[src/rtl/core/spsg_pkg.sv]
package spsg_pkg;

    localparam int COUNTER_BITS = 16;
    localparam logic [COUNTER_BITS-1:0] CMAX = '1;

    localparam int CLK_W      = 32;
    localparam int FREQ_W     = 32;
    localparam int STEPS_W    = 16;
    localparam int PW_W       = 16;
    localparam int SWEEP_W    = STEPS_W + 1;
    localparam int OUT_W      = 16;
    localparam int MULT_W     = 10;
    localparam int NUM_W      = CLK_W + MULT_W;
    localparam int DEN_W      = (COUNTER_BITS + 1 > FREQ_W) ? COUNTER_BITS + 1 : FREQ_W;
    localparam int CMP_W      = (PW_W + 1 > COUNTER_BITS) ? PW_W + 1 : COUNTER_BITS;
    localparam int DIV_CNT_W  = $clog2(NUM_W + 1);

    localparam int OP_W       = 2;
    localparam int S_DATA_W   = 56;
    localparam int M_DATA_W   = 72;
    localparam int CFG_IDX_W  = 2;
    localparam int CFG_DATA_W = 32;

    localparam logic [CLK_W-1:0]   CLOCK_RESET = 32'd64000000;
    localparam logic [STEPS_W-1:0] STEPS_RESET = 16'd80;
    localparam logic [PW_W-1:0]    WIDTH_RESET = 16'd100;

    typedef enum logic [OP_W-1:0] {
        OP_TICK       = 2'd0,
        OP_SET_FREQ   = 2'd1,
        OP_SET_TRACK  = 2'd2,
        OP_TRACK_ZERO = 2'd3
    } op_t;

    typedef enum logic [CFG_IDX_W-1:0] {
        CFG_CLOCK = 2'd0,
        CFG_STEPS = 2'd1,
        CFG_WIDTH = 2'd2,
        CFG_ZERO  = 2'd3
    } cfg_idx_t;

    typedef enum logic [1:0] {
        DSEL_RAW = 2'd0,
        DSEL_PRE = 2'd1,
        DSEL_PER = 2'd2,
        DSEL_WID = 2'd3
    } dsel_t;

    typedef struct packed {
        logic  busy;
        logic  div_start;
        dsel_t div_sel;
    } spsg_cmd_t;

    typedef struct packed {
        logic freq_start;
        logic div_done;
    } spsg_sts_t;

endpackage

[src/rtl/core/step_pulse_sweep_generator_top.sv]
// Tick, set-track, track-zero and zero-frequency items: result registered in the pending flag, then in the
// output register; one item per cycle while the result side keeps up and no frequency setup is running.
// Set frequency (nonzero): three 42-step divisions on the shared restoring divider and a prescaler
// step after the first one; no other item is accepted until the last division is done.
// Reset (aresetn low, synchronous): output stopped, counters and limits zero,
// configuration registers at their defaults, no result pending.
module step_pulse_sweep_generator_top (
    input  logic                            aclk,
    input  logic                            aresetn,
    input  logic                            s_tvalid,
    output logic                            s_tready,
    input  logic [spsg_pkg::S_DATA_W-1:0]   s_tdata,   // freq_millihz[31:0], track_value[48:32]
    input  logic [spsg_pkg::OP_W-1:0]       s_tuser,   // operation[1:0]
    output logic                            m_tvalid,
    input  logic                            m_tready,
    output logic [spsg_pkg::M_DATA_W-1:0]   m_tdata,   // step_out[0], direction[1], track[17:2],
                                                       // prescale_value[33:18], period_value[49:34],
                                                       // compare_value[65:50], running[66]
    input  logic                            cfg_valid,
    output logic                            cfg_ready,
    input  logic [spsg_pkg::CFG_IDX_W-1:0]  cfg_index,
    input  logic [spsg_pkg::CFG_DATA_W-1:0] cfg_data
);
    import spsg_pkg::*;

    spsg_cmd_t cmd;
    spsg_sts_t sts;

    spsg_ctrl u_ctrl (
        .aclk    (aclk),
        .aresetn (aresetn),
        .sts     (sts),
        .cmd     (cmd)
    );

    spsg_datapath u_dp (
        .aclk      (aclk),
        .aresetn   (aresetn),
        .s_tvalid  (s_tvalid),
        .s_tready  (s_tready),
        .s_tdata   (s_tdata),
        .s_tuser   (s_tuser),
        .m_tvalid  (m_tvalid),
        .m_tready  (m_tready),
        .m_tdata   (m_tdata),
        .cfg_valid (cfg_valid),
        .cfg_ready (cfg_ready),
        .cfg_index (cfg_index),
        .cfg_data  (cfg_data),
        .cmd       (cmd),
        .sts       (sts)
    );

endmodule

[src/rtl/core/spsg_div.sv]
module spsg_div (
    input  logic                      aclk,
    input  logic                      aresetn,
    input  logic                      start,
    input  logic [spsg_pkg::NUM_W-1:0] dividend,
    input  logic [spsg_pkg::DEN_W-1:0] divisor,
    output logic                      done,
    output logic [spsg_pkg::NUM_W-1:0] quotient
);
    import spsg_pkg::*;

    logic [NUM_W-1:0]     quo_reg;
    logic [DEN_W-1:0]     rem_reg;
    logic [DEN_W-1:0]     den_reg;
    logic [DIV_CNT_W-1:0] cnt_reg;
    logic                 done_reg;

    logic [DEN_W:0]   trial;
    logic [DEN_W:0]   diff;
    logic             ge;

    always_comb begin
        trial = {rem_reg, quo_reg[NUM_W-1]};
        diff  = trial - {1'b0, den_reg};
        ge    = (trial >= {1'b0, den_reg});
    end

    always_ff @(posedge aclk) begin
        if (!aresetn) begin
            cnt_reg  <= '0;
            done_reg <= 1'b0;
        end else begin
            done_reg <= !start && (cnt_reg == DIV_CNT_W'(1));
            if (start) begin
                cnt_reg <= DIV_CNT_W'(NUM_W);
            end else if (cnt_reg != '0) begin
                cnt_reg <= cnt_reg - DIV_CNT_W'(1);
            end
        end
    end

    always_ff @(posedge aclk) begin
        if (start) begin
            quo_reg <= dividend;
            rem_reg <= '0;
            den_reg <= divisor;
        end else if (cnt_reg != '0) begin
            quo_reg <= {quo_reg[NUM_W-2:0], ge};
            rem_reg <= ge ? diff[DEN_W-1:0] : trial[DEN_W-1:0];
        end
    end

    assign done     = done_reg;
    assign quotient = quo_reg;

endmodule

[src/rtl/core/spsg_datapath.sv]
module spsg_datapath (
    input  logic                            aclk,
    input  logic                            aresetn,
    input  logic                            s_tvalid,
    output logic                            s_tready,
    input  logic [spsg_pkg::S_DATA_W-1:0]   s_tdata,
    input  logic [spsg_pkg::OP_W-1:0]       s_tuser,
    output logic                            m_tvalid,
    input  logic                            m_tready,
    output logic [spsg_pkg::M_DATA_W-1:0]   m_tdata,
    input  logic                            cfg_valid,
    output logic                            cfg_ready,
    input  logic [spsg_pkg::CFG_IDX_W-1:0]  cfg_index,
    input  logic [spsg_pkg::CFG_DATA_W-1:0] cfg_data,
    input  spsg_pkg::spsg_cmd_t             cmd,
    output spsg_pkg::spsg_sts_t             sts
);
    import spsg_pkg::*;

    localparam int CB = COUNTER_BITS;

    function automatic logic [CB-1:0] sat(input logic [NUM_W-1:0] q);
        return (q > NUM_W'(CMAX)) ? CMAX : q[CB-1:0];
    endfunction

    logic [CLK_W-1:0]   clock_reg;
    logic [STEPS_W-1:0] steps_reg;
    logic [PW_W-1:0]    width_reg;
    logic               zero_reg;

    logic [CB-1:0]      pcount_reg;
    logic [CB-1:0]      tcount_reg;
    logic [SWEEP_W-1:0] sweep_reg;
    logic [CB-1:0]      prescale_reg;
    logic [CB-1:0]      period_reg;
    logic [CB-1:0]      compare_reg;
    logic               active_reg;

    logic [FREQ_W-1:0]  freq_reg;
    logic [NUM_W-1:0]   raw_reg;
    logic [CB-1:0]      pre_reg;
    logic [CB-1:0]      per_reg;

    logic               pend_reg;
    logic               mvalid_reg;
    logic [M_DATA_W-1:0] mdata_reg;

    op_t                op;
    logic [FREQ_W-1:0]  in_freq;
    logic [SWEEP_W-1:0] in_track;
    logic               accept;
    logic               copy;
    logic               commit;

    logic               div_done;
    logic [NUM_W-1:0]   quo;
    logic [NUM_W-1:0]   dvd;
    logic [DEN_W-1:0]   dvs;
    logic [DEN_W-1:0]   pre_inc;
    logic [NUM_W-1:0]   clk_ext;

    logic [NUM_W-1:0]   raw_hi;
    logic [NUM_W-1:0]   raw_sum;
    logic               raw_big;
    logic [CB-1:0]      pre_calc;

    logic [CMP_W-1:0]   wid_c;
    logic [CMP_W-1:0]   per_c;
    logic [CB-1:0]      cmp_new;

    logic [SWEEP_W:0]   sweep_inc;
    logic [SWEEP_W-1:0] sweep_lim;
    logic [SWEEP_W-1:0] sweep_adv;
    logic [SWEEP_W-1:0] trk_full;
    logic               step_out;
    logic               direction;

    assign op       = op_t'(s_tuser);
    assign in_freq  = s_tdata[FREQ_W-1:0];
    assign in_track = s_tdata[FREQ_W+SWEEP_W-1:FREQ_W];

    assign copy     = pend_reg && (!mvalid_reg || m_tready);
    assign s_tready = !cmd.busy && (!pend_reg || copy);
    assign accept   = s_tvalid && s_tready;
    assign commit   = div_done && (cmd.div_sel == DSEL_WID);

    assign sts.freq_start = accept && (op == OP_SET_FREQ) && (in_freq != '0);
    assign sts.div_done   = div_done;

    assign cfg_ready = 1'b1;

    always_comb begin
        clk_ext = NUM_W'(clock_reg);
        pre_inc = DEN_W'(pre_reg) + DEN_W'(1);
        case (cmd.div_sel)
            DSEL_RAW: begin
                dvd = (clk_ext << 10) - (clk_ext << 5) + (clk_ext << 3);
                dvs = DEN_W'(freq_reg);
            end
            DSEL_PER: begin
                dvd = raw_reg;
                dvs = pre_inc;
            end
            DSEL_WID: begin
                dvd = NUM_W'(width_reg);
                dvs = pre_inc;
            end
            default: begin
                dvd = raw_reg;
                dvs = pre_inc;
            end
        endcase
    end

    spsg_div u_div (
        .aclk     (aclk),
        .aresetn  (aresetn),
        .start    (cmd.div_start),
        .dividend (dvd),
        .divisor  (dvs),
        .done     (div_done),
        .quotient (quo)
    );

    // divide by CMAX: the high half falls short of the quotient by at most one
    always_comb begin
        raw_hi   = raw_reg >> CB;
        raw_sum  = NUM_W'(raw_reg[CB-1:0]) + raw_hi;
        raw_big  = ({CB'(0), raw_reg} >= ({NUM_W'(0), CMAX} << CB));
        pre_calc = raw_big ? CMAX
                           : (raw_hi[CB-1:0] + CB'(raw_sum >= NUM_W'(CMAX)));
    end

    always_comb begin
        wid_c   = CMP_W'(quo[PW_W-1:0]) + CMP_W'(1);
        per_c   = CMP_W'(per_reg);
        cmp_new = (wid_c < per_c) ? wid_c[CB-1:0] : (per_reg >> 1) + CB'(1);
    end

    always_comb begin
        sweep_inc = {1'b0, sweep_reg} + (SWEEP_W+1)'(1);
        sweep_lim = {steps_reg, 1'b0};
        sweep_adv = (sweep_inc >= {1'b0, sweep_lim}) ? '0 : sweep_inc[SWEEP_W-1:0];
        trk_full  = (sweep_reg > SWEEP_W'(steps_reg)) ? (sweep_lim - sweep_reg) : sweep_reg;
        direction = (sweep_reg >= SWEEP_W'(steps_reg));
        step_out  = active_reg && (tcount_reg < compare_reg);
    end

    always_ff @(posedge aclk) begin
        if (!aresetn) begin
            clock_reg <= CLOCK_RESET;
            steps_reg <= STEPS_RESET;
            width_reg <= WIDTH_RESET;
            zero_reg  <= 1'b0;
        end else if (cfg_valid && cfg_ready) begin
            case (cfg_idx_t'(cfg_index))
                CFG_CLOCK: clock_reg <= cfg_data;
                CFG_STEPS: steps_reg <= cfg_data[STEPS_W-1:0];
                CFG_WIDTH: width_reg <= cfg_data[PW_W-1:0];
                CFG_ZERO:  zero_reg  <= cfg_data[0];
                default: ;
            endcase
        end
    end

    always_ff @(posedge aclk) begin
        if (!aresetn) begin
            pcount_reg   <= '0;
            tcount_reg   <= '0;
            sweep_reg    <= '0;
            prescale_reg <= '0;
            period_reg   <= '0;
            compare_reg  <= '0;
            active_reg   <= 1'b0;
        end else if (commit) begin
            prescale_reg <= pre_reg;
            period_reg   <= per_reg;
            compare_reg  <= cmp_new;
            active_reg   <= 1'b1;
        end else if (accept) begin
            case (op)
                OP_TICK: begin
                    if (active_reg) begin
                        if (pcount_reg >= prescale_reg) begin
                            pcount_reg <= '0;
                            if (tcount_reg >= period_reg) begin
                                tcount_reg <= '0;
                                sweep_reg  <= sweep_adv;
                            end else begin
                                tcount_reg <= tcount_reg + CB'(1);
                            end
                        end else begin
                            pcount_reg <= pcount_reg + CB'(1);
                        end
                    end
                end
                OP_SET_FREQ: begin
                    if (in_freq == '0) begin
                        active_reg <= 1'b0;
                    end
                end
                OP_SET_TRACK: begin
                    sweep_reg <= in_track;
                end
                OP_TRACK_ZERO: begin
                    if (zero_reg) begin
                        sweep_reg <= '0;
                    end
                end
                default: ;
            endcase
        end
    end

    always_ff @(posedge aclk) begin
        if (sts.freq_start) begin
            freq_reg <= in_freq;
        end
        if (cmd.div_sel == DSEL_PRE) begin
            pre_reg <= pre_calc;
        end
        if (div_done) begin
            case (cmd.div_sel)
                DSEL_RAW: raw_reg <= quo;
                DSEL_PER: per_reg <= sat(quo);
                default: ;
            endcase
        end
    end

    always_ff @(posedge aclk) begin
        if (!aresetn) begin
            pend_reg   <= 1'b0;
            mvalid_reg <= 1'b0;
        end else begin
            if (commit || (accept && !sts.freq_start)) begin
                pend_reg <= 1'b1;
            end else if (copy) begin
                pend_reg <= 1'b0;
            end
            if (copy) begin
                mvalid_reg <= 1'b1;
            end else if (m_tready) begin
                mvalid_reg <= 1'b0;
            end
        end
    end

    always_ff @(posedge aclk) begin
        if (copy) begin
            mdata_reg <= M_DATA_W'({
                active_reg,
                OUT_W'(compare_reg),
                OUT_W'(period_reg),
                OUT_W'(prescale_reg),
                trk_full[OUT_W-1:0],
                direction,
                step_out
            });
        end
    end

    assign m_tvalid = mvalid_reg;
    assign m_tdata  = mdata_reg;

endmodule

[src/rtl/core/spsg_ctrl.sv]
module spsg_ctrl (
    input  logic                aclk,
    input  logic                aresetn,
    input  spsg_pkg::spsg_sts_t sts,
    output spsg_pkg::spsg_cmd_t cmd
);
    import spsg_pkg::*;

    typedef enum logic [2:0] {
        S_IDLE,
        S_RAW,
        S_PRE,
        S_PER,
        S_WID
    } state_t;

    state_t    state_reg;
    spsg_cmd_t cmd_reg;

    always_ff @(posedge aclk) begin
        if (!aresetn) begin
            state_reg         <= S_IDLE;
            cmd_reg.busy      <= 1'b0;
            cmd_reg.div_start <= 1'b0;
            cmd_reg.div_sel   <= DSEL_RAW;
        end else begin
            case (state_reg)
                S_IDLE: begin
                    cmd_reg.div_start <= sts.freq_start;
                    if (sts.freq_start) begin
                        state_reg       <= S_RAW;
                        cmd_reg.busy    <= 1'b1;
                        cmd_reg.div_sel <= DSEL_RAW;
                    end
                end
                S_RAW: begin
                    cmd_reg.div_start <= 1'b0;
                    if (sts.div_done) begin
                        state_reg       <= S_PRE;
                        cmd_reg.div_sel <= DSEL_PRE;
                    end
                end
                S_PRE: begin
                    state_reg         <= S_PER;
                    cmd_reg.div_start <= 1'b1;
                    cmd_reg.div_sel   <= DSEL_PER;
                end
                S_PER: begin
                    cmd_reg.div_start <= sts.div_done;
                    if (sts.div_done) begin
                        state_reg       <= S_WID;
                        cmd_reg.div_sel <= DSEL_WID;
                    end
                end
                S_WID: begin
                    cmd_reg.div_start <= 1'b0;
                    if (sts.div_done) begin
                        state_reg    <= S_IDLE;
                        cmd_reg.busy <= 1'b0;
                    end
                end
                default: begin
                    state_reg         <= S_IDLE;
                    cmd_reg.busy      <= 1'b0;
                    cmd_reg.div_start <= 1'b0;
                end
            endcase
        end
    end

    assign cmd = cmd_reg;

endmodule

[config.mk]
export PLATFORM = sky130hd
export DESIGN_NAME = step_pulse_sweep_generator_top
export DESIGN_NICKNAME = d
export VERILOG_FILES = /design/src/rtl/core/spsg_pkg.sv /design/src/rtl/core/step_pulse_sweep_generator_top.sv /design/src/rtl/core/spsg_div.sv /design/src/rtl/core/spsg_datapath.sv /design/src/rtl/core/spsg_ctrl.sv
export SDC_FILE = /design/constraint.sdc
export NUM_CORES = 1
export LEC_CHECK = 0
export ABC_AREA = 1
export BUFFER_PORTS_ARGS = -buffer_cell sky130_fd_sc_hd__buf_2
export CAP_MARGIN = 30
export CORE_MARGIN = 8
export CORE_UTILIZATION = 45
export DETAILED_ROUTE_END_ITERATION = 6
export GPL_TIMING_DRIVEN = 0
export PLACE_DENSITY_LB_ADDON = 0.2
export SETUP_SLACK_MARGIN = 0.5
export SLEW_MARGIN = 25
export SYNTH_ARGS = -nofsm -noshare
export SYNTH_HDL_FRONTEND = slang
export SYNTH_SLANG_ARGS = --single-unit
export TNS_END_PERCENT = 10
[constraint.sdc]
create_clock -name aclk -period 4.5 [get_ports aclk]
set_input_delay 0.675 -clock aclk [delete_from_list [all_inputs] [get_ports aclk]]
set_output_delay 0.675 -clock aclk [all_outputs]
set_load 0.03 [all_outputs]
Word-level counts from Yosys, hierarchy flattened
Cells that the tools add are included.
- add/subtract/negate cells: 13
- multiply operators: 0
- divide/modulo/power cells: 0
- $lt $le $gt $ge: 11
- eq/ne operators: 22
- shift-type cells: 0
- multiplexer cells: 38
- bitwise operators: 3
- reduce and logical (&&, ||, !) cells: 47
- operator list (operator ; count):
    17-bit two-way mux ; 5
    42-bit two-way mux ; 2
    42-bit one-hot mux with 2 select lines ; 1
    16-bit two-way mux ; 4
    32-bit two-way mux ; 2
    17-bit one-hot mux with 3 select lines ; 1
    42-bit by 35-bit adder with 42-bit output ; 1
    42-bit by 16-bit greater-or-equal comparator with 1-bit output (second input constant) ; 1
    42-bit by 32-bit greater-or-equal comparator with 1-bit output (second input constant) ; 1
    42-bit by 16-bit greater-than comparator with 1-bit output (second input constant) ; 1
    42-bit by 37-bit subtractor with 42-bit output ; 1
    16-bit by 1-bit adder with 17-bit output (second input constant) ; 2
    33-bit by 32-bit greater-or-equal comparator with 1-bit output ; 1
    16-bit by 1-bit adder with 16-bit output (second input constant) ; 2
    16-bit greater-or-equal comparator ; 2
    32-bit zero test ; 1
    32-bit nonzero test ; 1
    32-bit subtractor ; 1
    16-bit by 26-bit adder with 27-bit output ; 1
    17-bit by 1-bit adder with 18-bit output (second input constant) ; 1
    18-bit by 17-bit greater-or-equal comparator with 1-bit output ; 1
    17-bit by 16-bit greater-or-equal comparator with 1-bit output ; 1
    17-bit by 16-bit greater-than comparator with 1-bit output ; 1
    17-bit by 16-bit < comparator with 1-bit output ; 1
    36 further kinds ; 98
- register bits after elaboration: 458
- bits in latches: 0
- RAM bits: 0
- ROM bits: 0
- input port bits: 97
- output and inout port bits: 75
- logic and storage cells: 162
- memories: 0

Logic depth before layout (Yosys ltp)
- depth in word-level cells: 12
- gate-level depth with buffers: 26
- depth with buffers taken out: 26

By module
From an unflattened synthesis, not the netlist that was laid out.
- cell total of the unflattened synthesis: 4113
- area total of the unflattened synthesis: 30386.6 um2
- by module, submodules not included (module ; times used ; cells each ; area each (um2) ; seq. area each (um2)):
    spsg_datapath ; 1 ; 3053 ; 22913.2 ; 8498.2
    spsg_div ; 1 ; 1020 ; 7189.4 ; 3002.9
    spsg_ctrl ; 1 ; 40 ; 284.0 ; 140.1

Worst setup path before layout
OpenSTA, ideal clock, no wires.
- path type: input-to-reg
- start: input port m_tready
- end: register u_dp.mdata_reg[0] (netlist: u_dp.m_tdata[0]) (enable)
- library setup time: 0.514 ns
- arrival time: 3.941 ns
- required time: 3.986 ns
- slack: 0.045 ns
- cell stages on the path: 2
- buffers on the path: 0
- cell sequence: inv_2 -> a21oi_1
- longest elaborated chain between the ends: 2
- RTL lines (what ; line ; text):
    start: declaration ; step_pulse_sweep_generator_top.sv:15 ; input logic m_tready,
    1-bit logical OR ; spsg_datapath.sv:82 ; assign copy = pend_reg && (!mvalid_reg || m_tready);
    1-bit logical AND ; spsg_datapath.sv:82 ;
    named net u_dp.copy ; spsg_datapath.sv:52 ; logic copy;
    end signal: assignment ; spsg_datapath.sv:251 ; mdata_reg <= M_DATA_W'({
    end: declaration ; spsg_datapath.sv:46 ; logic [M_DATA_W-1:0] mdata_reg;
The timed path passes the listed nets, and every way through them passes these cells.
A chain may end at the register's enable or synchronous reset.

Worst setup path in the final report
- start: register u_dp.raw_reg[0]
- end: register u_dp.pre_reg[12], data pin
- longest elaborated chain between the ends: 3
- elaborated cells on any way between the ends: 4
- classes of those cells: 2 x add/sub; 2 x order compare
- RTL lines (what ; line ; text):
    start: declaration ; spsg_datapath.sv:40 ; logic [NUM_W-1:0] raw_reg;
    start signal: assignment ; spsg_datapath.sv:224 ; DSEL_RAW: raw_reg <= quo;
    16-bit by 26-bit adder with 27-bit output ; spsg_datapath.sv:128 ; raw_sum = NUM_W'(raw_reg[CB-1:0]) + raw_hi;
    42-bit by 16-bit greater-or-equal comparator with 1-bit output ; spsg_datapath.sv:131 ; : (raw_hi[CB-1:0] + CB'(raw_sum >= NUM_W'(CMAX)));
    16-bit by 1-bit adder with 16-bit output ; spsg_datapath.sv:131 ;
    end signal: assignment ; spsg_datapath.sv:220 ; pre_reg <= pre_calc;
    end: declaration ; spsg_datapath.sv:41 ; logic [CB-1:0] pre_reg;
Several ways; a longest one is shown, not always the timed one.

==> results.txt <==
For the finished layout, the period the worst path requires is 3.69 ns. For the final routed database, the setup TNS stands at 0 ns. For this run, the detailed router's first-pass iteration total came to 6.

The pin count of the biggest net entering global routing is 34. CTS built an H-tree with a depth of 2. The highest metal layer with signal wires is met4. The placed wire-length estimate after detailed placement came out at 73900 um. The worst setup path is launched from a flop. The width of the die came out at 274 um. The finished cells cover 33900 um2.

The count of state elements after synthesis is 458. CTS placed an instance of sky130_fd_sc_hd__clkbuf_16 at the clock tree root. In this run the power density over the cells is 525 nW/um2. Of all cell types, the one taking the most synthesized area is sky130_fd_sc_hd__edfxtp_1. At the worst endpoint, the arrival time is 4.04 ns. The signed area change from the synthesized netlist to the final layout is 13.0%. The total congestion overflow after global routing is 0. Pin placement for this block handled 172 I/O pins. The number of antenna violations at the first check in global routing came to 2. The clock sink count came out at 458.

The sort of element at the end of the critical path is a flop. Counting flops with an async set or reset pin after synthesis yields a share of 0. For this run, design rule violations remaining after detail routing come to 0. The number of buffers inserted by hold repair at cts is 0.

Yosys attributes the largest share of cell area to sky130_fd_sc_hd__edfxtp_1 25%, sky130_fd_sc_hd__dfxtp_1 14%, sky130_fd_sc_hd__nand2_1 12%. The number of buffers created by CTS came out at 52. The count of input and output buffers came out at 158. The average wire per cell in the routed design is 17.9 um. The worst hold path belongs to the class in -> reg.

The final layout net count is 4546. The routability-driven placement congestion ratio came out at 0.976. The critical path data required time is 4.85 ns.

The flow ran to the end, and the final reports show no timing, DRC or antenna violations. The most critical setup path has its startpoint at u_dp.raw_reg[0]$_DFFE_PP_. The area after detailed placement is 32100 um2. The sequential area share after synthesis came out at 0.387. The full die area came out at 75300 um2. Derived from the worst setup path, the maximum achievable clock frequency is 271 MHz. The setup path with the least slack is of type reg -> reg. The count of flip-flops with a built-in enable after synthesis is 247. In this run the worst path has a maximum fanout of 4. The number of pins exceeding their max-slew limit in the final report is 0. The number of standard cells after synthesis came out at 3980. The flip-flop count of the largest register after layout is 67. After clock tree synthesis, the clock-pin slew on the worst setup and hold paths is 0.06 ns. The number of warnings issued by yosys is 0.

The total power draw came out at 17.8 mW. The number of placement rows is 94. The count of unique library cells instantiated by Yosys came out at 62. The via count normalized by instance count came out at 5.30. The fraction of final layout cells with drive strength greater than 1 is 0.0883.

The predominant post-synthesis flop cell is sky130_fd_sc_hd__edfxtp_1. Across all hold checks on the routed design, the worst slack comes to 0.246 ns. The peak supply drop came out at 0.318 mV. The number of global-route vias before repair is 25300. The startpoint of the most critical hold path is s_tdata[24].

TritonCTS built the clock tree. Summed over all nets, wire length on met3 after detailed routing comes to 5870 um. The number of hold violations in the final report is 0.

The analysis attributes to cell leakage a power of 15.4 nW. The routed length on met2 is 40500 um. The detailed router finished its first iteration with 2125 violations. The part of the cycle the worst path needs came out at 0.821. The most common cell in the synthesized netlist is sky130_fd_sc_hd__nand2_1.

The area of the core came out at 66000 um2. Counting instances in the post-synthesis netlist gives the leading cell types as 961 x sky130_fd_sc_hd__nand2_1, 555 x sky130_fd_sc_hd__inv_1, 370 x sky130_fd_sc_hd__nor2_1. The startpoint identified for the worst register-to-register timing path is u_dp.raw_reg[0]$_DFFE_PP_. The met1 wire length came out at 42500 um.

The reported max-cap violation count is 0. The synthesized cell area came out at 30000 um2. The count of nets left with antenna violations once routing finished came out at 0. The share of synthesized area in the top cell type comes to 0.247. For the final database, setup skew stands at 0.0520 ns. The vertical die dimension came out at 274 um.

The aggregate global-route resource usage is 0.237. The wire length of the first global-routing pass came out at 142000 um. The aggregate routed wire length came out at 91300 um. The total vias in the final route is 27100. The count of final setup violators is 0. Setup repair after global routing left no endpoint under its margin. The tightest slew margin relative to the limit came out at 0.337. The average footprint of a synthesized cell is 7.55 um2. The initial utilization of the core area, before any placement, comes to 0.455. The clock passes through at most 3 buffers. Clock latency on the worst-skew pair, taken at its later pin, is 0.62 ns. The pin slew with the least headroom to its limit is 0.987 ns.
power breakdown:
part           switching [mW]  internal (mW)
Combinational            4.97           2.48
Clock                    1.81           2.67
Sequential              0.552           5.35
what timing repair did:
item                                   CTS  global route
gates resized for setup                  1             5
buffers inserted                         0             3
endpoints found under the hold margin    0             0
setup endpoints to repair                2             3
pin swaps                                0             0
kinds of logic after synthesis:
group | Yosys count | share of synthesized area
XOR/XNOR | 97 | 0.0283
flip-flops | 458 | 0.387
other | 2 | 0.000250
AO/OA/AOI/OAI | 676 | 0.121
adder cells (fa/ha/maj) | 244 | 0.109
buffers and inverters | 662 | 0.0868
AND/OR/NAND/NOR | 1841 | 0.268
final timing paths:
check | end | slack (ns) | cells past startpoint
setup reg to reg | u_dp.pre_reg[12]$_SDFFCE_PP1N_ | 0.81 | 23
setup / recovery | u_dp.pre_reg[12]$_SDFFCE_PP1N_ | 0.81 | 23
hold reg to reg | u_dp.m_tdata[26]$_DFFE_PP_ | 0.43 | 0
hold / removal | u_dp.freq_reg[24]$_DFFE_PP_ | 0.25 | 1
routing by layer:
layer | up-vias | track usage
met3 | 132 | 0.0324
met5 | - | 0
met4 | 0 | 0.0667
li1 | 13600 | -
met1 | 12500 | 0.333
met2 | 807 | 0.380
cell type report:
| type | instances | area, um2 |
|---|---|---|
| inverters | 563 | 2110 |
| flip-flops and latches | 458 | 11600 |
| well taps | 864 | 1080 |
| repair buffers | 167 | 963 |
| multi-input cells | 2864 | 15800 |
| clock inverters | 28 | 364 |
| diodes | 1 | 2.50 |
| clock buffers | 68 | 1440 |
| plain buffers | 99 | 495 |
| fillers | 6478 | 32000 |
cell usage in the layout, fill, tap and decap left out, types with 5 or more instances in the layout:
cell / n
sky130_fd_sc_hd__clkbuf_8: 6
sky130_fd_sc_hd__nand3_1: 240
sky130_fd_sc_hd__dfxtp_1: 210
sky130_fd_sc_hd__nor2_1: 369
sky130_fd_sc_hd__o21a_1: 12
sky130_fd_sc_hd__xnor2_1: 25
sky130_fd_sc_hd__edfxtp_1: 247
sky130_fd_sc_hd__nand4_1: 65
sky130_fd_sc_hd__o21bai_1: 7
sky130_fd_sc_hd__bufinv_16: 7
sky130_fd_sc_hd__o22ai_1: 5
sky130_fd_sc_hd__inv_2: 9
sky130_fd_sc_hd__nor2_2: 7
sky130_fd_sc_hd__nor4_1: 17
sky130_fd_sc_hd__clkbuf_16: 53
sky130_fd_sc_hd__conb_1: 6
sky130_fd_sc_hd__clkbuf_1: 73
sky130_fd_sc_hd__a21o_1: 6
sky130_fd_sc_hd__nor3_1: 58
sky130_fd_sc_hd__a21oi_1: 357
sky130_fd_sc_hd__buf_4: 12
sky130_fd_sc_hd__buf_2: 175
sky130_fd_sc_hd__buf_6: 7
sky130_fd_sc_hd__nand3b_1: 50
sky130_fd_sc_hd__nand2_2: 14
sky130_fd_sc_hd__a31oi_1: 6
sky130_fd_sc_hd__fa_1: 27
sky130_fd_sc_hd__inv_1: 552
sky130_fd_sc_hd__or2_2: 14
sky130_fd_sc_hd__nand3_2: 19
sky130_fd_sc_hd__o21ai_0: 227
sky130_fd_sc_hd__a21boi_0: 12
sky130_fd_sc_hd__xor2_1: 72
sky130_fd_sc_hd__o211ai_1: 20
sky130_fd_sc_hd__clkinv_2: 10
sky130_fd_sc_hd__ha_1: 215
sky130_fd_sc_hd__nand2_1: 961
sky130_fd_sc_hd__nor3_2: 8
worst max-delay path: stages, from the launching register on:
cell	delay, ns
sky130_fd_sc_hd__edfxtp_1	0.48
sky130_fd_sc_hd__ha_2	0.28
sky130_fd_sc_hd__fa_2	0.40
sky130_fd_sc_hd__nand3_1	0.12
sky130_fd_sc_hd__nand2_1	0.12
sky130_fd_sc_hd__nand2_1	0.09
sky130_fd_sc_hd__nand2_1	0.10
sky130_fd_sc_hd__nand2_1	0.08
sky130_fd_sc_hd__nand2_1	0.05
sky130_fd_sc_hd__xor2_1	0.12
sky130_fd_sc_hd__nand2_1	0.08
sky130_fd_sc_hd__nor2_1	0.11
sky130_fd_sc_hd__nand3_1	0.10
sky130_fd_sc_hd__nand3_2	0.16
sky130_fd_sc_hd__ha_1	0.22
sky130_fd_sc_hd__nand2_1	0.08
sky130_fd_sc_hd__nor2_2	0.15
sky130_fd_sc_hd__inv_1	0.08
sky130_fd_sc_hd__nor2_1	0.15
sky130_fd_sc_hd__inv_1	0.09
sky130_fd_sc_hd__nor4_2	0.17
sky130_fd_sc_hd__xor2_1	0.11
sky130_fd_sc_hd__inv_1	0.07
sky130_fd_sc_hd__nand2_1	0.04
per-stage QoR:
step                       util  cells  setup WS, ns
after floorplan               -   3984          1.24
after global placement    0.484   5006         0.101
after detailed placement  0.486   5012         0.462
after CTS                 0.514   5108         0.557
after global routing      0.514   5111         0.492
final                     0.515   5112         0.806
No activity file was read; power rests on OpenSTA's default activity.
